`src/sv/selective_repeat_receiver_assert.svh`:
```
// Assertion macros for the selective-repeat receiver.
// Used by srr_ctrl under sv/; expects clk_i and rst_ni in scope.
`ifndef SELECTIVE_REPEAT_RECEIVER_ASSERT_SVH
`define SELECTIVE_REPEAT_RECEIVER_ASSERT_SVH
`ifndef SYNTHESIS
// checked outside reset only
`define SRR_ASSERT(lbl, prop, msg) \
  lbl: assert property (@(posedge clk_i) disable iff (!rst_ni) (prop)) else $error(msg);
// checked on every edge, reset included
`define SRR_ASSERT_ALWAYS(lbl, prop, msg) \
  lbl: assert property (@(posedge clk_i) (prop)) else $error(msg);
`else
`define SRR_ASSERT(lbl, prop, msg)
`define SRR_ASSERT_ALWAYS(lbl, prop, msg)
`endif
`endif

```
`src/sv/srr_pkg.sv`:
```
// Shared types, constants and helpers of the selective-repeat receiver.
// No dependencies; imported by every module of the block.
package srr_pkg;

  localparam int WINDOW_MAX    = 32;
  localparam int PAYLOAD_BYTES = 20;
  localparam int SLOT_W        = $clog2(WINDOW_MAX);
  localparam int WIN_W         = 6;
  localparam logic [WIN_W-1:0] WIN_RESET = WIN_W'(8);
  localparam int PSUM_W        = 11;  // sum of 8 signed bytes
  localparam int CSUM_W        = PSUM_W + 2;  // sum of three partial sums

  typedef enum logic {
    KIND_ACK  = 1'b0,
    KIND_DATA = 1'b1
  } kind_e;

  typedef enum logic [2:0] {
    S_IDLE,
    S_SUM,
    S_CHECK,
    S_DELIVER,
    S_ACK,
    S_DRAIN
  } state_e;

  typedef struct packed {
    logic [31:0] seq_num;
    logic [31:0] ack_num;
    logic [31:0] checksum_in;
    logic [63:0] payload_lo;
    logic [63:0] payload_mid;
    logic [31:0] payload_hi;
  } packet_t;

  typedef struct packed {
    kind_e       kind;
    logic        last;
    logic [31:0] ack_value;
    logic [63:0] out_lo;
    logic [63:0] out_mid;
    logic [31:0] out_hi;
  } result_t;

  typedef struct packed {
    logic        valid;
    logic [63:0] lo;
    logic [63:0] mid;
    logic [31:0] hi;
  } slot_t;

  typedef struct packed {
    logic shift;
    logic wr;
  } cell_ctrl_t;

  typedef struct packed {
    logic              shift;
    logic              wr;
    logic [SLOT_W-1:0] wr_idx;
  } chain_ctrl_t;

  // bytes of a word starting at payload byte "first" that belong to the payload
  function automatic logic [63:0] keep_mask(int first, int count);
    logic [63:0] m;
    m = '0;
    for (int k = 0; k < count; k++) begin
      if (first + k < PAYLOAD_BYTES) m[8*k +: 8] = 8'hFF;
    end
    return m;
  endfunction

  localparam logic [63:0] MASK_LO  = keep_mask(0, 8);
  localparam logic [63:0] MASK_MID = keep_mask(8, 8);
  localparam logic [31:0] MASK_HI  = 32'(keep_mask(16, 4));

  // sum of eight sign-extended bytes
  function automatic logic signed [PSUM_W-1:0] byte_sum(logic [63:0] w);
    logic signed [PSUM_W-1:0] acc;
    acc = '0;
    for (int k = 0; k < 8; k++) begin
      acc = acc + $signed({{(PSUM_W-8){w[8*k+7]}}, w[8*k +: 8]});
    end
    return acc;
  endfunction

endpackage

```
`src/sv/srr_cell.sv`:
```
// One reorder cell: holds the packet at a fixed offset from the receive base.
// Depends on srr_pkg. Shifts toward the head when the base advances.
module srr_cell (
  input  logic               clk_i,
  input  logic               rst_ni,
  input  srr_pkg::cell_ctrl_t ctrl_i,
  input  srr_pkg::slot_t     nbr_i,
  input  srr_pkg::slot_t     wr_i,
  output srr_pkg::slot_t     slot_o
);
  import srr_pkg::*;

  logic        valid_q, valid_d;
  logic [63:0] lo_q, mid_q;
  logic [31:0] hi_q;

  always_comb begin
    valid_d = valid_q;
    if (ctrl_i.shift) begin
      valid_d = nbr_i.valid;
    end else if (ctrl_i.wr) begin
      valid_d = wr_i.valid;
    end
  end

  always_ff @(posedge clk_i or negedge rst_ni) begin
    if (!rst_ni) begin
      valid_q <= 1'b0;
    end else begin
      valid_q <= valid_d;
    end
  end

  // payload needs no reset, a slot is read only while valid
  always_ff @(posedge clk_i) begin
    if (ctrl_i.shift) begin
      lo_q  <= nbr_i.lo;
      mid_q <= nbr_i.mid;
      hi_q  <= nbr_i.hi;
    end else if (ctrl_i.wr) begin
      lo_q  <= wr_i.lo;
      mid_q <= wr_i.mid;
      hi_q  <= wr_i.hi;
    end
  end

  assign slot_o = '{valid: valid_q, lo: lo_q, mid: mid_q, hi: hi_q};

endmodule

```
`config.mk`:
```
export PLATFORM = sky130hd
export DESIGN_NAME = srr_cell
export DESIGN_NICKNAME = d
export VERILOG_FILES = /design/src/sv/selective_repeat_receiver_assert.svh /design/src/sv/srr_pkg.sv /design/src/sv/srr_cell.sv
export SDC_FILE = /design/constraint.sdc
export NUM_CORES = 1
export LEC_CHECK = 0
export BUFFER_PORTS_ARGS = -buffer_cell sky130_fd_sc_hd__buf_2
export CAP_MARGIN = 25
export CORE_AREA = 8 8 184 186
export CTS_CLUSTER_DIAMETER = 40
export DETAILED_ROUTE_END_ITERATION = 8
export DIE_AREA = 0 0 192 194
export GPL_TIMING_DRIVEN = 0
export SYNTH_ARGS = -nofsm -noshare
export SYNTH_HDL_FRONTEND = slang
export SYNTH_SLANG_ARGS = --single-unit
```
`constraint.sdc`:
```
create_clock -name clk_i -period 0.9 [get_ports clk_i]
set_clock_uncertainty 0.15 [all_clocks]
set_input_delay 0.135 -clock clk_i [delete_from_list [all_inputs] [get_ports clk_i]]
set_output_delay 0.135 -clock clk_i [all_outputs]
set_load 0.005 [all_outputs]
```
; ---- Word level (Yosys, flattened, before mapping)
; Cells that the tools add are included.
[classes]
n_addsub = 0
n_mul = 0
div = 0
order_cmp = 0
eq_ne = 0
shift = 0
mux = 8
bitwise_logic = 0
reduce_logical = 1
[op_table]
columns = op, count
row1 = two-way mux 64 bit, 4
row2 = two-way mux 32 bit, 2
row3 = two-way mux 1 bit, 2
row4 = nonzero test 2 bit, 1
[word_totals]
reg_bits = 161
latchBits = 0
ram_bits = 0
mem_bits_ro = 0
in_bits = 326
out_inout_bits = 161
n_memories = 0

; ---- Logic depth before layout (Yosys ltp)
[logic_depth]
depth_word = 2
mapped_depth = 5

; ---- Least setup slack after synthesis
; OpenSTA, ideal clock, no wires.
[synth_path]
path_type = in2reg
from = input port ctrl_i[1] (netlist name)
to = register hi_q[0] (enable)
setup_time_ns = 0.453
arrival_time_ns = 2.512
setup_slack_ns = -2.215
path_stages = 4
path_buffers = 3
path_cell_list = buf_6 > buf_6 > buf_6 > or2_2
[synth_via]
elab_chain_len = 1
[synth_rtl]
columns = element, line
row1 = from (decl), srr_cell.sv:6  ; input srr_pkg::cell_ctrl_t ctrl_i,
row2 = nonzero test 2 bit (no line), n/a
row3 = to (signal assigned), srr_cell.sv:39  ; hi_q <= nbr_i.hi;
row4 = to (signal assigned), srr_cell.sv:43  ; hi_q <= wr_i.hi;
row5 = to (decl), srr_cell.sv:15  ; logic [31:0] hi_q;
; Every way passes these cells.
; A chain may end at the register's enable or synchronous reset.

; ---- Worst setup path in the final report
[layout_path]
from = register valid_q
to = output port slot_o[160] (netlist name)
[layout_lines]
columns = element, line
row1 = from (decl), srr_cell.sv:13  ; logic valid_q, valid_d;
row2 = from (signal assigned), srr_cell.sv:30  ; valid_q <= valid_d;
row3 = to (decl), srr_cell.sv:9  ; output srr_pkg::slot_t slot_o
; No word-level cell between the ends.

==> reports/qor.csv <==
metric;value;unit
relSlewSlack;86.75;%
gp_congestion;0.7794;
violations;negative hold slack, negative setup slack;
cts_buffer_depth;2;
finalWirelength;27630;um
outcome;complete, but fails checks;
die_w;192;um
rsz0062_at_grt;true;
reg2reg_depth;2;
worst_path_largest_cell_delay;0.41;ns
maxClockFrequency;790.5;MHz
postRouteAntennaNets;0;
die-area;37250;sq um
holdPathStages;2;
synth_area;7062;sq um
hold_violations;161;
synth_top_family_by_area;multiplexers;
cts_buffers;17;
hold_class;input pin to register;
portBuffers;485;
route.detailed.drc;0;
switchingPower;4.885;mW
final_layout_size_suffix_gt1_share;81.94;%
num_antenna_cells;0;
clk_latency;0.42;ns
p_comb_share;19.5;%
grt_usage;14.08;%
crit_chain;buf_2;
worst_pin_slew;0.1987;ns
cts_sinks;161;
p_clk_share;35.4;%
ys_warn_count;0;
synthXorXnorAreaFrac;0;%
totalPowerFinal;20.83;mW
nets;1249;
p_per_area;1668;nW/um^2
synth_cell_types;11;
via_per_inst;3.990;
endpoint_kind;output port;
fin_cells;1338;
area_growth_syn_to_layout;76.79;%
start_util;22.73;%
pwr-share-seq;45.1;%
clk_pin_slew;0.08;ns
crit_cells;1;
cp_max_fo;2;
drv_cap;0;
path_buf_inv;1;
drv_slew;0;
internal_power;15.94;mW
synthSimpleGateAreaFrac;0.1417;%
setup_violations;481;
dp.cells;1233;
hold_slack;-0.1450;ns
crit_family;flip-flops;
avgSynthCellArea;20.53;sq um
min-delay-start;nbr_i[154];
switching_share;23.45;%
syn_inst;344;
synth_fa_ha_area_share;0;%
core;31070;sq um
p_leak;5.820;nW
synth_nets;670;
grt_max_degree;17;
startpoint_type;register;
slowest_stage;dfrtp_1;
dr.pass1.iters;4;
clock_tree.root_cell;clkbuf_16;
peakVddDrop;0.0008932;V
rr_startpoint;valid_q$_DFFE_PN0P_;
required;0.61;ns
h-tree-depth;4;
post-dp-hpwl;19230;um
seqCellArea;4830;sq um
cts_tree;done;
grt_pass1_vias;6065;
wl_per_cell;20.65;um
cp-startpoint;valid_q$_DFFE_PN0P_;
synth_compound_area_share;0.07087;%
ys_ff_latch;161;
finalSetupTns;-106.09;ns
vias;5339;
post-route-worst-setup-slack;-0.3650;ns
drt-initial-drc-count;148;
finalCritPeriodShare;140.6;%
synthMuxAreaShare;29.22;%
fin_crit;1.265;ns
grt_first_pass_wirelength;38650;um
hold_buffers;4;
yosysSeqAreaShare;68.39;%
rows;65;
die_y;194;um
worst-setup-path-type;register to output port;
crit_arrival;0.98;ns
design.portCount;487;
grt.overflow.total;0;
antenna_found_initial;1;
multi_input_comb_area;2223;sq um
fillers;2899;
==> cells in the final DEF (no fill, tap or decap), types with 2 or more instances in the layout <==
cell / instances
dlygate4sd3_1: 4
buf_16: 29
or2_4: 4
mux2_4: 98
edfxtp_1: 160
clkinvlp_4: 3
buf_2: 484
bufinv_16: 2
buf_8: 9
clkbuf_16: 22
clkinv_4: 3
mux2_2: 62
buf_6: 10
buf_12: 35
inv_6: 3
==> layout make-up <==
cell class,count,area share [%]
repair buffers,559,32.03
multi-input cells,167,17.81
flip-flops and latches,161,38.69
clock buffers,19,3.548
clock inverters,13,1.213
plain buffers,17,2.686
well taps,402,4.029
==> metrics by stage <==
step	cell area [sq um]	utilization (%)	setup slack, ns
global route	12480	40.19	-0.4172
floorplan	7076	-	-1.381
finish	12480	40.19	-0.3650
detailed placement	10060	32.38	-1.082
global placement	10010	32.21	-2.036
CTS	12440	40.06	-0.4039
==> power groups by stage <==
stage	combinational, mW	clock, mW	sequential (mW)
after floorplan	1.03	0	9.70
after global placement	3.02	0	9.54
after detailed placement	3.06	0	9.55
after CTS	4.10	7.59	9.40
after global routing	4.35	7.90	9.48
final	4.06	7.37	9.39
==> Yosys cell counts (all sizes together) <==
cell,n,share of area [%]
edfxtp,160,68
mux2,160,29
buf,19,2.2
dfrtp,1,0.35
mux2i,1,0.14
nand2,1,0.053
o21ai,1,0.071
or2,1,0.089
==> metal layers <==
metal  track usage [%]  wire length (um)
met5                 0                11
met4             3.679               329
met3             4.335              2514
met2             26.36             14700
met1             14.89             10070
==> path summary, 6_finish.rpt <==
check / endpoint / slack [ns]
min in group asynchronous: valid_q$_DFFE_PN0P_ / 0.38
worst max-delay path: slot_o[160] / -0.36
worst min-delay path: lo_q[58]$_DFFE_PP_ / -0.15
worst min register to register: valid_q$_DFFE_PN0P_ / 0.49
max in group asynchronous: valid_q$_DFFE_PN0P_ / 0.12
worst max register to register: valid_q$_DFFE_PN0P_ / 0.01
==> kinds of logic after synthesis <==
logic type | Yosys count
multiplexers | 161
buffers and inverters | 19
AO/OA/AOI/OAI | 1
AND/OR/NAND/NOR | 2
flip-flops | 161
==> state kept, by name, summed over array words and instances (netlist names) <==
name,flops
hi_q,32
lo_q,64
mid_q,64
valid_q,1
==> what timing repair did <==
action,4_1_cts,5_1_grt
setup buffers,33,9
setup endpoints to repair,424,461
cloned,39,5
hold endpoints to repair,162,161
pin swaps,3,2
gates resized for setup,131,49
Note: power is estimated with default switching activity, not from simulation.
