[config.mk]
export PLATFORM = sky130hd
export DESIGN_NAME = srr_ctrl
export DESIGN_NICKNAME = d
export VERILOG_FILES = /design/src/sv/srr_pkg.sv /design/src/sv/srr_ctrl.sv
export VERILOG_INCLUDE_DIRS = /design/src /design/src/sv
export SDC_FILE = /design/constraint.sdc
export NUM_CORES = 1
export LEC_CHECK = 0
export ABC_AREA = 1
export BUFFER_PORTS_ARGS = -buffer_cell sky130_fd_sc_hd__buf_4
export CORE_AREA = 3 3 306 308
export CTS_CLUSTER_DIAMETER = 200
export CTS_CLUSTER_SIZE = 12
export DETAILED_ROUTE_END_ITERATION = 7
export DIE_AREA = 0 0 309 311
export PLACE_DENSITY = 0.62
export SETUP_SLACK_MARGIN = 0.4
export SLEW_MARGIN = 30
export SYNTH_ARGS = -nofsm -noshare
export SYNTH_HDL_FRONTEND = slang
export SYNTH_SLANG_ARGS = --single-unit
[constraint.sdc]
create_clock -name clk_i -period 17.54 [get_ports clk_i]
set_clock_uncertainty 0.1 [all_clocks]
set_input_delay 3.508 -clock clk_i [delete_from_list [all_inputs] [get_ports clk_i]]
set_output_delay 3.508 -clock clk_i [all_outputs]
set_load 0.05 [all_outputs]
[src/sv/selective_repeat_receiver_assert.svh]
// Assertion macros for the selective-repeat receiver.
// Used by srr_ctrl under sv/; expects clk_i and rst_ni in scope.
`ifndef SELECTIVE_REPEAT_RECEIVER_ASSERT_SVH
`define SELECTIVE_REPEAT_RECEIVER_ASSERT_SVH
`ifndef SYNTHESIS
// checked outside reset only
`define SRR_ASSERT(lbl, prop, msg) \
  lbl: assert property (@(posedge clk_i) disable iff (!rst_ni) (prop)) else $error(msg);
// checked on every edge, reset included
`define SRR_ASSERT_ALWAYS(lbl, prop, msg) \
  lbl: assert property (@(posedge clk_i) (prop)) else $error(msg);
`else
`define SRR_ASSERT(lbl, prop, msg)
`define SRR_ASSERT_ALWAYS(lbl, prop, msg)
`endif
`endif

[src/sv/srr_pkg.sv]
// Shared types, constants and helpers of the selective-repeat receiver.
// No dependencies; imported by every module of the block.
package srr_pkg;

  localparam int WINDOW_MAX    = 32;
  localparam int PAYLOAD_BYTES = 20;
  localparam int SLOT_W        = $clog2(WINDOW_MAX);
  localparam int WIN_W         = 6;
  localparam logic [WIN_W-1:0] WIN_RESET = WIN_W'(8);
  localparam int PSUM_W        = 11;  // sum of 8 signed bytes
  localparam int CSUM_W        = PSUM_W + 2;  // sum of three partial sums

  typedef enum logic {
    KIND_ACK  = 1'b0,
    KIND_DATA = 1'b1
  } kind_e;

  typedef enum logic [2:0] {
    S_IDLE,
    S_SUM,
    S_CHECK,
    S_DELIVER,
    S_ACK,
    S_DRAIN
  } state_e;

  typedef struct packed {
    logic [31:0] seq_num;
    logic [31:0] ack_num;
    logic [31:0] checksum_in;
    logic [63:0] payload_lo;
    logic [63:0] payload_mid;
    logic [31:0] payload_hi;
  } packet_t;

  typedef struct packed {
    kind_e       kind;
    logic        last;
    logic [31:0] ack_value;
    logic [63:0] out_lo;
    logic [63:0] out_mid;
    logic [31:0] out_hi;
  } result_t;

  typedef struct packed {
    logic        valid;
    logic [63:0] lo;
    logic [63:0] mid;
    logic [31:0] hi;
  } slot_t;

  typedef struct packed {
    logic shift;
    logic wr;
  } cell_ctrl_t;

  typedef struct packed {
    logic              shift;
    logic              wr;
    logic [SLOT_W-1:0] wr_idx;
  } chain_ctrl_t;

  // bytes of a word starting at payload byte "first" that belong to the payload
  function automatic logic [63:0] keep_mask(int first, int count);
    logic [63:0] m;
    m = '0;
    for (int k = 0; k < count; k++) begin
      if (first + k < PAYLOAD_BYTES) m[8*k +: 8] = 8'hFF;
    end
    return m;
  endfunction

  localparam logic [63:0] MASK_LO  = keep_mask(0, 8);
  localparam logic [63:0] MASK_MID = keep_mask(8, 8);
  localparam logic [31:0] MASK_HI  = 32'(keep_mask(16, 4));

  // sum of eight sign-extended bytes
  function automatic logic signed [PSUM_W-1:0] byte_sum(logic [63:0] w);
    logic signed [PSUM_W-1:0] acc;
    acc = '0;
    for (int k = 0; k < 8; k++) begin
      acc = acc + $signed({{(PSUM_W-8){w[8*k+7]}}, w[8*k +: 8]});
    end
    return acc;
  endfunction

endpackage

[src/sv/srr_ctrl.sv]
// Sequencer of the selective-repeat receiver: checksum, window test,
// receive base, result register. Depends on srr_pkg and the assert header.
`include "selective_repeat_receiver_assert.svh"

module srr_ctrl (
  input  logic                          clk_i,
  input  logic                          rst_ni,
  input  logic                          cfg_we_i,
  input  logic [srr_pkg::WIN_W-1:0]     cfg_wdata_i,
  input  logic                          in_valid_i,
  output logic                          in_ready_o,
  input  srr_pkg::packet_t              in_pkt_i,
  output logic                          out_valid_o,
  input  logic                          out_ready_i,
  output srr_pkg::result_t              out_res_o,
  output srr_pkg::chain_ctrl_t          chain_o,
  output srr_pkg::slot_t                wr_slot_o,
  input  srr_pkg::slot_t                head_i,
  input  logic                          next_valid_i
);
  import srr_pkg::*;

  state_e                   state_q, state_d;
  logic [WIN_W-1:0]         win_size_q;
  logic [31:0]              base_q, base_d;
  packet_t                  pkt_q;
  logic signed [PSUM_W-1:0] psum_lo_q, psum_mid_q, psum_hi_q;
  logic [31:0]              seqack_q, off_q;
  logic                     out_valid_q, out_valid_d;
  result_t                  out_res_q, res_d;

  logic signed [CSUM_W-1:0] csum;
  logic [31:0]              total;
  logic [WIN_W-1:0]         win_eff;
  logic                     ok, off_zero, in_win, can_load, emit;

  assign csum = CSUM_W'(psum_lo_q) + CSUM_W'(psum_mid_q) + CSUM_W'(psum_hi_q);
  assign total = seqack_q + {{(32-CSUM_W){csum[CSUM_W-1]}}, csum};
  assign ok = (total == pkt_q.checksum_in);
  assign win_eff = (win_size_q > WIN_W'(WINDOW_MAX)) ? WIN_W'(WINDOW_MAX) : win_size_q;
  assign off_zero = (off_q == 32'd0);
  assign in_win = (off_q < {{(32-WIN_W){1'b0}}, win_eff});
  assign can_load = !out_valid_q || out_ready_i;

  // next state
  always_comb begin
    state_d = state_q;
    case (state_q)
      S_IDLE:    if (in_valid_i) state_d = S_SUM;
      S_SUM:     state_d = S_CHECK;
      S_CHECK: begin
        if (!ok) state_d = S_IDLE;
        else if (off_zero) state_d = S_DELIVER;
        else state_d = S_ACK;
      end
      S_DELIVER: if (can_load) state_d = S_ACK;
      S_ACK: begin
        if (can_load) state_d = head_i.valid ? S_DRAIN : S_IDLE;
      end
      S_DRAIN:   if (can_load && !next_valid_i) state_d = S_IDLE;
      default:   state_d = S_IDLE;
    endcase
  end

  // outputs of the sequencer
  always_comb begin
    in_ready_o     = 1'b0;
    emit           = 1'b0;
    res_d          = '0;
    chain_o.shift  = 1'b0;
    chain_o.wr     = 1'b0;
    chain_o.wr_idx = off_q[SLOT_W-1:0];
    case (state_q)
      S_IDLE:  in_ready_o = 1'b1;
      S_CHECK: chain_o.wr = ok && !off_zero && in_win;
      S_DELIVER: begin
        emit          = can_load;
        chain_o.shift = can_load;
        res_d.kind    = KIND_DATA;
        res_d.out_lo  = pkt_q.payload_lo;
        res_d.out_mid = pkt_q.payload_mid;
        res_d.out_hi  = pkt_q.payload_hi;
      end
      S_ACK: begin
        emit            = can_load;
        res_d.kind      = KIND_ACK;
        res_d.ack_value = pkt_q.seq_num;
        res_d.last      = !head_i.valid;
      end
      S_DRAIN: begin
        emit          = can_load;
        chain_o.shift = can_load;
        res_d.kind    = KIND_DATA;
        res_d.out_lo  = head_i.lo;
        res_d.out_mid = head_i.mid;
        res_d.out_hi  = head_i.hi;
        res_d.last    = !next_valid_i;
      end
      default: ;
    endcase
  end

  assign wr_slot_o = '{valid: 1'b1, lo: pkt_q.payload_lo, mid: pkt_q.payload_mid,
                       hi: pkt_q.payload_hi};

  assign base_d = base_q + {31'd0, chain_o.shift};
  assign out_valid_d = emit ? 1'b1 : (out_ready_i ? 1'b0 : out_valid_q);

  always_ff @(posedge clk_i or negedge rst_ni) begin
    if (!rst_ni) begin
      state_q     <= S_IDLE;
      win_size_q  <= WIN_RESET;
      base_q      <= '0;
      out_valid_q <= 1'b0;
    end else begin
      state_q     <= state_d;
      base_q      <= base_d;
      out_valid_q <= out_valid_d;
      if (cfg_we_i) win_size_q <= cfg_wdata_i;
    end
  end

  always_ff @(posedge clk_i) begin
    if (in_ready_o && in_valid_i) begin
      pkt_q.seq_num     <= in_pkt_i.seq_num;
      pkt_q.ack_num     <= in_pkt_i.ack_num;
      pkt_q.checksum_in <= in_pkt_i.checksum_in;
      pkt_q.payload_lo  <= in_pkt_i.payload_lo & MASK_LO;
      pkt_q.payload_mid <= in_pkt_i.payload_mid & MASK_MID;
      pkt_q.payload_hi  <= in_pkt_i.payload_hi & MASK_HI;
    end
    if (state_q == S_SUM) begin
      psum_lo_q  <= byte_sum(pkt_q.payload_lo);
      psum_mid_q <= byte_sum(pkt_q.payload_mid);
      psum_hi_q  <= byte_sum({32'd0, pkt_q.payload_hi});
      seqack_q   <= pkt_q.seq_num + pkt_q.ack_num;
      off_q      <= pkt_q.seq_num - base_q;
    end
    if (emit) out_res_q <= res_d;
  end

  assign out_valid_o = out_valid_q;
  assign out_res_o   = out_res_q;

  `SRR_ASSERT_ALWAYS(a_no_shift_and_store, !(chain_o.shift && chain_o.wr), "shift during store")
  `SRR_ASSERT(a_head_empty_idle, state_q == S_IDLE |-> !head_i.valid, "head cell valid at rest")
  `SRR_ASSERT(a_store_not_head, chain_o.wr |-> chain_o.wr_idx != '0, "store into head cell")
  `SRR_ASSERT(a_base_advance, chain_o.shift |=> base_q == $past(base_q) + 32'd1, "base not advanced")

endmodule

=== Word-level counts from Yosys, hierarchy flattened ===
Cells that the tools add are included.

* Register bits: 589
* Bits of input ports: 429

* Add/subtract/negate cells: 23
* Order comparisons: 2
* Equal/unequal tests: 10
* Mux-type cells: 18
* Reduce and logical (&&, ||, !) cells: 15

{| class="wikitable"
|+ Operator list
! kind !! count
|-
| case mux 160 bit (2 select lines) || 1
|-
| adder 11 x 8 -> 11 bit || 8
|-
| adder 32 bit || 2
|-
| adder 10 x 8 -> 11 bit || 3
|-
| adder 32 x 1 -> 32 bit || 1
|-
| == test 32 bit || 1
|-
| zero test 32 bit || 1
|-
| < comparator 32 x 6 -> 1 bit || 1
|-
| subtractor 32 bit || 1
|-
| adder 9 x 8 -> 10 bit || 3
|-
| adder 8 x 8 -> 9 bit || 3
|-
| 2-to-1 mux 3 bit || 7
|-
| case mux 3 bit (6 select lines) || 1
|-
| adder 12 x 11 -> 13 bit || 1
|-
| adder 11 x 11 -> 12 bit || 1
|-
| != test 2 bit, second input constant || 4
|-
| 2-to-1 mux 1 bit || 7
|-
| == test 3 x 2 -> 1 bit, second input constant || 2
|-
| == test 3 bit, second input constant || 2
|-
| greater-than comparator 6 bit, second input constant || 1
|-
| 2-to-1 mux 6 bit || 1
|-
| logical AND 1 bit || 4
|-
| zero test 1 bit || 4
|-
| AND reduction 4 bit || 1
|-
| 7 further kinds || 7
|}

=== Logic depth before layout (Yosys ltp) ===
Gate-level depths: netlist (run 1).

* Depth in word-level cells: 7
* Mapped depth: 35
* Gate-level depth less buffers: 35

=== Worst setup path before layout (run 1) ===
No wires, ideal clock.

* Kind: in2reg
* Start: input port in_valid_i
* End: register pkt_q[160] (netlist name) (enable)
* Setup time: 0.877 ns
* Arrival time: 14.075 ns
* Setup slack: 2.488 ns
* Stages: 2
* Path buffers: 0
* Cells stage by stage: inv_1 nor2_1

* Cells in the longest elaborated chain, start to end: 1

{| class="wikitable"
|+ Ends and longest elaborated chain
! what !! line !! source
|-
| start: declaration || srr_ctrl.sv:10 || <nowiki>input logic in_valid_i,</nowiki>
|-
| logical AND 1 bit || srr_ctrl.sv:124 || <nowiki>if (in_ready_o && in_valid_i) begin</nowiki>
|-
| end: declaration || srr_ctrl.sv:26 || <nowiki>packet_t pkt_q;</nowiki>
|}

No other way between the ends.
A chain may end at the register's enable or synchronous reset.

==> results.json, run 1 <==
{
  "outcome": "finished, final reports clean",
  "hold_class": "flop to flop",
  "rr_endpoint": "state_q[2]",
  "drt_wl_total_um": 119000,
  "cts_resized": 0,
  "rows": 111,
  "die_h_um": 311,
  "gr-total-overflow": 0,
  "synth_warnings": 0,
  "max_stage_delay_ns": 0.46,
  "crit_start": "psum_mid_q[1]",
  "fin_area_sq_mm": 0.04002,
  "hpwlAfterDp_um": 96900,
  "cts_max_path_buffers": 3,
  "clk_latency_ns": 0.65,
  "synth-edff-count": 547,
  "syn_inst": 2813,
  "antenna_found_initial": 15,
  "tritoncts": "built",
  "htree_levels": 2,
  "grt_pass1_wl_um": 168000,
  "vias": 23024,
  "period_needed_ns": 9.646,
  "layout.nets": 4177,
  "endpoint": "chain_o[5]",
  "gp_congestion": 0.9121,
  "layout_common_cells": "buf_4 (801), edfxtp_1 (547), nand2_1 (433)",
  "grt_pass1_vias": 23574,
  "finalHoldViolCount": 0,
  "crit_type": "flop to primary output",
  "cp_max_fo": 4,
  "initial_core_util_pct": 35.29,
  "critPathSlowestCell": "fa_1",
  "vias_per_cell": 4.899,
  "seqCellArea_sq_mm": 0.01748,
  "synthArstFlopShare_pct": 7.131,
  "synth_seq_cells": 589,
  "synth_flop_cell": "edfxtp_1",
  "synth-simple-area-share_pct": 9.794,
  "slew_viol_final": 0,
  "drt-initial-drc-count": 1770,
  "hold_buffers": 0,
  "synth_mux_area_share_pct": 0.03492,
  "grt_start_max_net_pins": 163,
  "pin_count": 793,
  "fmax_mhz": 103.7,
  "slew_headroom_pct": 29.75,
  "cap_violations": 0,
  "numCtsBuffers": 55,
  "start_kind": "flop",
  "die_w_um": 309,
  "fin_crit_sh_pct": 55.00,
  "r2r_start": "psum_mid_q[1]",
  "synth_fp_nets": 3519,
  "syn_area_sq_mm": 0.03225,
  "endpoint_kind": "primary output",
  "ys_seq_area_share_pct": 54.20,
  "n_fill_cell": 8777,
  "path_clk_slew_ns": 0.07,
  "core-area_sq_mm": 0.09139,
  "r2r_slack_ns": 11.82,
  "drc": 0,
  "critPathMostFrequentCell": "nand2_1",
  "area_growth_pct": 24.12,
  "placed_cell_area_sq_mm": 0.03843,
  "die_area_sq_mm": 0.09610,
  "final_common_cell": "buf_4",
  "setup_tns_ns": 0,
  "drt_first_pass_iters": 7,
  "ant_nets": 0,
  "setup_viol": 0,
  "wl_per_cell_um": 25.31,
  "cp.arrival_ns": 6.04,
  "cts_root_buf": "clkbuf_16",
  "syn-mean-instance-area_sq_um": 11.46,
  "grt_util_all_layers_pct": 24.38,
  "cp.required_ns": 13.93,
  "drive_gt1_share_pct": 25.46,
  "postCtsSetupRepairBufs": 0,
  "synth_cell_type_count": 50,
  "worst_slew_pin_slew_ns": 1.054,
  "rsz0062_at_grt": "no",
  "synth_fa_ha_area_share_pct": 13.87,
  "synth_top_family_by_area": "adder cells",
  "synth_compound_area_share_pct": 8.047,
  "multi_input_area_sq_mm": 0.01179,
  "cts.sinks": 589,
  "io_buffer_count": 791,
  "rr_worst_depth": 33,
  "synth_xor_area_share_pct": 4.691
}
## layer usage
| layer | GRT usage (%) | wire length (um) | up-vias |
|---|---|---|---|
| met5 | 0 | 13 | - |
| met4 | 9.657 | 4802 | 2 |
| met3 | 5.581 | 8731 | 151 |
| met2 | 40.66 | 57550 | 878 |
| met1 | 30.60 | 47860 | 11306 |
| li1 | - | - | 10687 |
## how the worst min path moves through the flow
| stage | from | end | slack, ns | cells after the start |
|---|---|---|---|---|
| 2_1_floorplan | base_q[15] | base_q[15] | 0.34 | 1 |
| 3_3_place_gp | base_q[15] | base_q[15] | 0.36 | 1 |
| 3_5_place_dp | base_q[15] | base_q[15] | 0.36 | 1 |
| 4_1_cts | base_q[15] | base_q[15] | 0.37 | 1 |
| 5_1_grt | base_q[15] | base_q[15] | 0.39 | 1 |
| 6_report | base_q[15] | base_q[15] | 0.36 | 1 |
## per-stage QoR
stage          instances  setup WS [ns]  hold slack [ns]  utilization, %
2_1_floorplan       2813          2.488           0.3416               -
3_3_place_gp        4599          8.635           0.3555           42.05
3_5_place_dp        4599          8.533           0.3570           42.05
4_1_cts             4689          7.777           0.3696           43.73
5_1_grt             4697          7.260           0.3897           43.79
6_report            4700          7.894           0.3635           43.80
## final cells by class
| cell class | instances | share of cell area, % |
|---|---|---|
| inverters | 432 | 4.051 |
| diodes | 10 | 0.06252 |
| repair buffers | 806 | 15.23 |
| well taps | 1186 | 3.708 |
| flip-flops and latches | 589 | 43.67 |
| clock inverters | 3 | 0.1000 |
| multi-input cells | 1587 | 29.44 |
| clock buffers | 87 | 3.739 |
## kinds of logic after synthesis
family          after synthesis
simple gates                744
buf+inv                     637
flops                       589
compound gates              393
fa+ha+maj                   277
xor+xnor                    171
other cells                   1
mux                           1
## registers in the layout, summed over array words and instances, names as in the netlist
name,flops
base_q,32
off_q,32
out_res_o,194
out_valid_o,1
pkt_q,96
psum_hi_q,11
psum_lo_q,11
psum_mid_q,11
seqack_q,32
state_q,3
win_size_q,6
wr_slot_o,160
## Yosys cell counts (10+ instances only)
cell	n	area [sq um]
inv_1	432	1622
nand4_1	26	162.7
clkbuf_1	34	127.6
ha_1	143	1789
buf_4	166	1246
xor2_1	117	1025
nand2_1	434	1629
dfrtp_1	41	1026
edfxtp_1	547	16430
nor2_1	149	559.3
a21oi_1	121	605.6
a31oi_1	15	93.84
a22o_1	130	1139
nand3_1	65	325.3
o21ai_0	78	390.4
xnor2_1	53	464.2
o21bai_1	12	90.09
nor4_1	11	68.82
a21boi_0	10	75.07
fa_1	134	2683
nor3_1	30	150.1
## critical path, delay by kind of cell (launching register included)
kind                       cells  cell delay [ns]
buffers and inverters          4             0.45
AOI/OAI and AO/OA              6             0.98
adders and majority gates      4             1.41
xor gates and xnor gates       2             0.39
DFF                            1             0.36
and+or+nand+nor               13             1.83
Power of run 1 is left out: the tool's default activity adds up to more than one toggle a clock period on the data nets, which glitch-free logic cannot reach.
==> inputs of run 2 (changes only) <==
==> constraint.sdc (replaced) <==
create_clock -name clk_i -period 9.38 [get_ports clk_i]
set_clock_uncertainty 0.1 [all_clocks]
set_input_delay 1.876 -clock clk_i [delete_from_list [all_inputs] [get_ports clk_i]]
set_output_delay 1.876 -clock clk_i [all_outputs]
set_load 0.05 [all_outputs]
==> results.json, run 2 (synthesis gave the netlist of run 1 again) <==
{
  "grt_util_all_layers_pct": 24.50,
  "gr-total-overflow": 0,
  "holdPathEnd": "base_q[15]",
  "cp.arrival_ns": 6.13,
  "placed_cell_area_sq_mm": 0.03843,
  "timing.critical_path.max_delay_family": "simple AND/OR/NAND/NOR gates",
  "hold_depth": 1,
  "worst_slew_pin_slew_ns": 1.080,
  "cp_max_fo": 4,
  "postCtsSetupRepairBufs": 0,
  "use_met2_pct": 40.37,
  "rows": 111,
  "fmax_mhz": 123.3,
  "fin_crit_sh_pct": 86.47,
  "endpoint_kind": "primary output",
  "initial_core_util_pct": 35.29,
  "hold_class": "flop to flop",
  "outcome": "finished, final reports clean",
  "placedCellCount": 4597,
  "numCtsBuffers": 55,
  "rr_worst_depth": 32,
  "cts.sinks": 589,
  "critPathSlowestCell": "fa_1",
  "rr_endpoint": "state_q[0]",
  "vias": 22904,
  "path_clk_slew_ns": 0.06,
  "cap_violations": 0,
  "slew_headroom_pct": 27.98,
  "drt-initial-drc-count": 1861,
  "finalHoldViolCount": 0,
  "area_growth_pct": 24.01,
  "ant_nets": 0,
  "die_w_um": 309,
  "start_kind": "flop",
  "crit_type": "flop to primary output",
  "period_needed_ns": 8.111,
  "postLayoutCoreUtil_pct": 43.76,
  "die_h_um": 311,
  "grt_pass1_wl_um": 167000,
  "io_buffer_count": 791,
  "fin_area_sq_mm": 0.03999,
  "min_from": "base_q[15]",
  "setup_viol": 0,
  "slew_viol_final": 0,
  "rsz0062_at_grt": "no",
  "largest_register_ffs": 194,
  "use_met3_pct": 7.065,
  "met1_usage_pct": 29.98,
  "drt_first_pass_iters": 5,
  "critPathBufInv": 5,
  "instances_no_fill": 4690,
  "grt_start_max_net_pins": 163,
  "hpwlAfterDp_um": 97890,
  "hold_buffers": 0,
  "cts_resized": 0,
  "layout.nets": 4175,
  "clk_latency_ns": 0.66,
  "r2r_slack_ns": 3.62,
  "core-area_sq_mm": 0.09139,
  "r2r_start": "psum_mid_q[1]",
  "antenna_found_initial": 21,
  "cts_max_path_buffers": 3,
  "crit_start": "psum_mid_q[1]",
  "cp.required_ns": 7.40,
  "drive_gt1_share_pct": 25.49,
  "vias_per_cell": 4.884,
  "drt_wl_total_um": 120200,
  "top_usage_layer": "met2",
  "setup_tns_ns": 0,
  "pin_count": 793,
  "gp_congestion": 0.9259,
  "max_stage_delay_ns": 0.45,
  "drc": 0,
  "htree_levels": 2,
  "die_area_sq_mm": 0.09610,
  "tritoncts": "built",
  "cts_root_buf": "clkbuf_16",
  "final_common_cell": "buf_4",
  "wl_per_cell_um": 25.63,
  "grt_pass1_vias": 23423,
  "layout_common_cells": "buf_4 (800), edfxtp_1 (547), nand2_1 (433)"
}
[run 2: final cells by class]
| cell class | instances | area, sq um |
|---|---|---|
| well taps | 1186 | 1484 |
| inverters | 432 | 1622 |
| flip-flops and latches | 589 | 17480 |
| clock buffers | 76 | 1455 |
| clock inverters | 3 | 40.04 |
| multi-input cells | 1587 | 11790 |
| fillers | 8674 | 51400 |
| repair buffers | 804 | 6093 |
| diodes | 13 | 32.53 |
[run 2: worst max path at each step]
stage               slack (ns)    endpoint  depth (start not counted)
floorplan                 1.51    off_q[0]                          2
global placement          2.03  chain_o[5]                         28
detailed placement        1.99  chain_o[5]                         29
CTS                       1.25  chain_o[5]                         29
global route              0.75  chain_o[5]                         29
finish                    1.27  chain_o[5]                         28
[run 2: metal layers]
layer / vias to the layer above / routed length [um] / share of wire [%]
li1: 10672 / - / -
met1: 11186 / 47070 / 39
met2: 883 / 57630 / 48
met3: 157 / 10370 / 8.6
met4: 6 / 5104 / 4.2
met5: - / 40 / 0.033
[run 2: per-stage QoR]
step,hold WS [ns],worst slack [ns]
floorplan,0.3416,1.508
global placement,0.3549,2.026
detailed placement,0.3584,1.994
CTS,0.3714,1.252
global route,0.3832,0.7535
finish,0.3700,1.269
[run 2: worst reg2reg max path, delay by kind of cell (launching register included)]
| family | cells | cell delay (ns) |
|---|---|---|
| compound gates | 6 | 0.99 |
| xor+xnor | 1 | 0.16 |
| fa+ha+maj | 4 | 1.39 |
| buf+inv | 3 | 0.21 |
| flops | 1 | 0.36 |
| simple gates | 18 | 2.52 |
Power of run 2 is left out for the same reason.
==> inputs of run 3 (changes only) <==
==> constraint.sdc (replaced) <==
create_clock -name clk_i -period 9.38 [get_ports clk_i]
set_clock_uncertainty 0.1 [all_clocks]
set_input_delay 0.938 -clock clk_i [delete_from_list [all_inputs] [get_ports clk_i]]
set_output_delay 0.938 -clock clk_i [all_outputs]
set_load 0.05 [all_outputs]
==> results.json, run 3 (synthesis gave the netlist of run 1 again) <==
{
  "fin_crit_sh_pct": 75.54,
  "clk_latency_ns": 0.65,
  "cts_resized": 0,
  "outcome": "finished, final reports clean",
  "setup_tns_ns": 0,
  "cts_max_path_buffers": 3,
  "period_needed_ns": 7.086,
  "crit_type": "flop to primary output",
  "core-area_sq_mm": 0.09139,
  "drt_first_pass_iters": 6,
  "finalHoldViolCount": 0,
  "hpwlAfterDp_um": 97530,
  "setup_slack_ns": 2.294,
  "numCtsBuffers": 55,
  "setup_viol": 0,
  "htree_levels": 2,
  "drt-initial-drc-count": 1769,
  "area_growth_pct": 24.11,
  "tritoncts": "built",
  "io_buffer_count": 791,
  "postCtsSetupRepairBufs": 0,
  "grt_util_all_layers_pct": 24.38,
  "fmax_mhz": 141.1,
  "critPathSlowestCell": "fa_1",
  "cp_max_fo": 4,
  "largest_register_ffs": 194,
  "grt_pass1_vias": 23367,
  "start_kind": "flop",
  "cap_violations": 0,
  "cp.arrival_ns": 6.05,
  "rows": 111,
  "final_common_cell": "buf_4",
  "drt_wl_total_um": 119300,
  "placedCellCount": 4598,
  "cts.sinks": 589,
  "ant_nets": 0,
  "r2r_slack_ns": 3.65,
  "layout.nets": 4176,
  "initial_core_util_pct": 35.29,
  "vias_per_cell": 4.890,
  "hold_class": "primary input to async pin",
  "r2r_start": "psum_mid_q[1]",
  "die_w_um": 309,
  "critPathMostFrequentCell": "nand2_1",
  "die_h_um": 311,
  "grt_start_max_net_pins": 162,
  "cp.required_ns": 8.34,
  "path_clk_slew_ns": 0.08,
  "drive_gt1_share_pct": 25.52,
  "hold_buffers": 0,
  "drc": 0,
  "dp_worst_setup_slack_ns": 2.901,
  "rr_worst_depth": 32,
  "gp_congestion": 0.9403,
  "grt_pass1_wl_um": 167000,
  "rsz0062_at_grt": "no",
  "vias": 22915,
  "die_area_sq_mm": 0.09610,
  "rr_endpoint": "state_q[0]",
  "layout_common_cells": "buf_4 (801), edfxtp_1 (547), nand2_1 (434)",
  "instances_no_fill": 4686,
  "worst_slew_pin_slew_ns": 1.159,
  "slew_headroom_pct": 22.74,
  "antenna_found_initial": 16,
  "gr-total-overflow": 0,
  "endpoint_kind": "primary output",
  "pin_count": 793,
  "max_stage_delay_ns": 0.46,
  "wl_per_cell_um": 25.46,
  "slew_viol_final": 0,
  "hold_slack_ns": 0.1905,
  "cts_root_buf": "clkbuf_16"
}
==> run 3: changes by cell type in the layout (fill, tap and decap cells not counted) <==
cell and change:
diode_2 -5, inv_6 -1, nand2_2 -1, buf_4 +1, nand2_1 +1, clkbuf_1 -1
clkbuf_16 +2
==> run 3: cell type report <==
class | count | area [sq um]
timing repair buffer | 805 | 6101
multi-input combinational | 1587 | 11780
antenna | 8 | 20.02
sequential | 589 | 17480
inverter | 432 | 1622
tap | 1186 | 1484
fill | 8722 | 51370
clock buffer | 77 | 1501
clock inverter | 2 | 31.28
==> run 3: through the flow <==
stage | utilization, % | cell area (sq um)
CTS | 43.74 | 39970
detailed placement | 42.06 | 38440
global placement | 42.06 | 38440
global route | 43.79 | 40010
floorplan | - | 32250
finish | 43.79 | 40020
==> run 3: how the worst max path moves through the flow <==
stage / startpoint / to / slack, ns / cells after the start
CTS: psum_lo_q[1] / chain_o[5] / 2.15 / 29
detailed placement: psum_lo_q[1] / chain_o[5] / 2.90 / 29
floorplan: in_valid_i / pkt_q[160] / 1.17 / 2
finish: psum_mid_q[1] / chain_o[5] / 2.29 / 29
global placement: psum_mid_q[1] / chain_o[5] / 2.99 / 29
global route: psum_mid_q[1] / chain_o[5] / 1.81 / 29
==> run 3: worst max-delay path: cells and delay by family (launching register included) <==
family / cells / cell delay, ns
AO/OA/AOI/OAI: 6 / 0.96
XOR/XNOR: 2 / 0.37
adder cells (fa/ha/maj): 4 / 1.39
buffers and inverters: 4 / 0.44
flip-flops: 1 / 0.37
AND/OR/NAND/NOR: 13 / 1.85
==> run 3: metal layers <==
layer  track usage [%]  wire length (um)  vias to the layer above
met4             7.205              3578                        8
met5                 0                52                        -
met1             30.76             48100                    11284
li1                  -                 -                    10662
met3             6.133              8925                      124
met2             41.21             58630                      837
Power of run 3 is left out for the same reason.
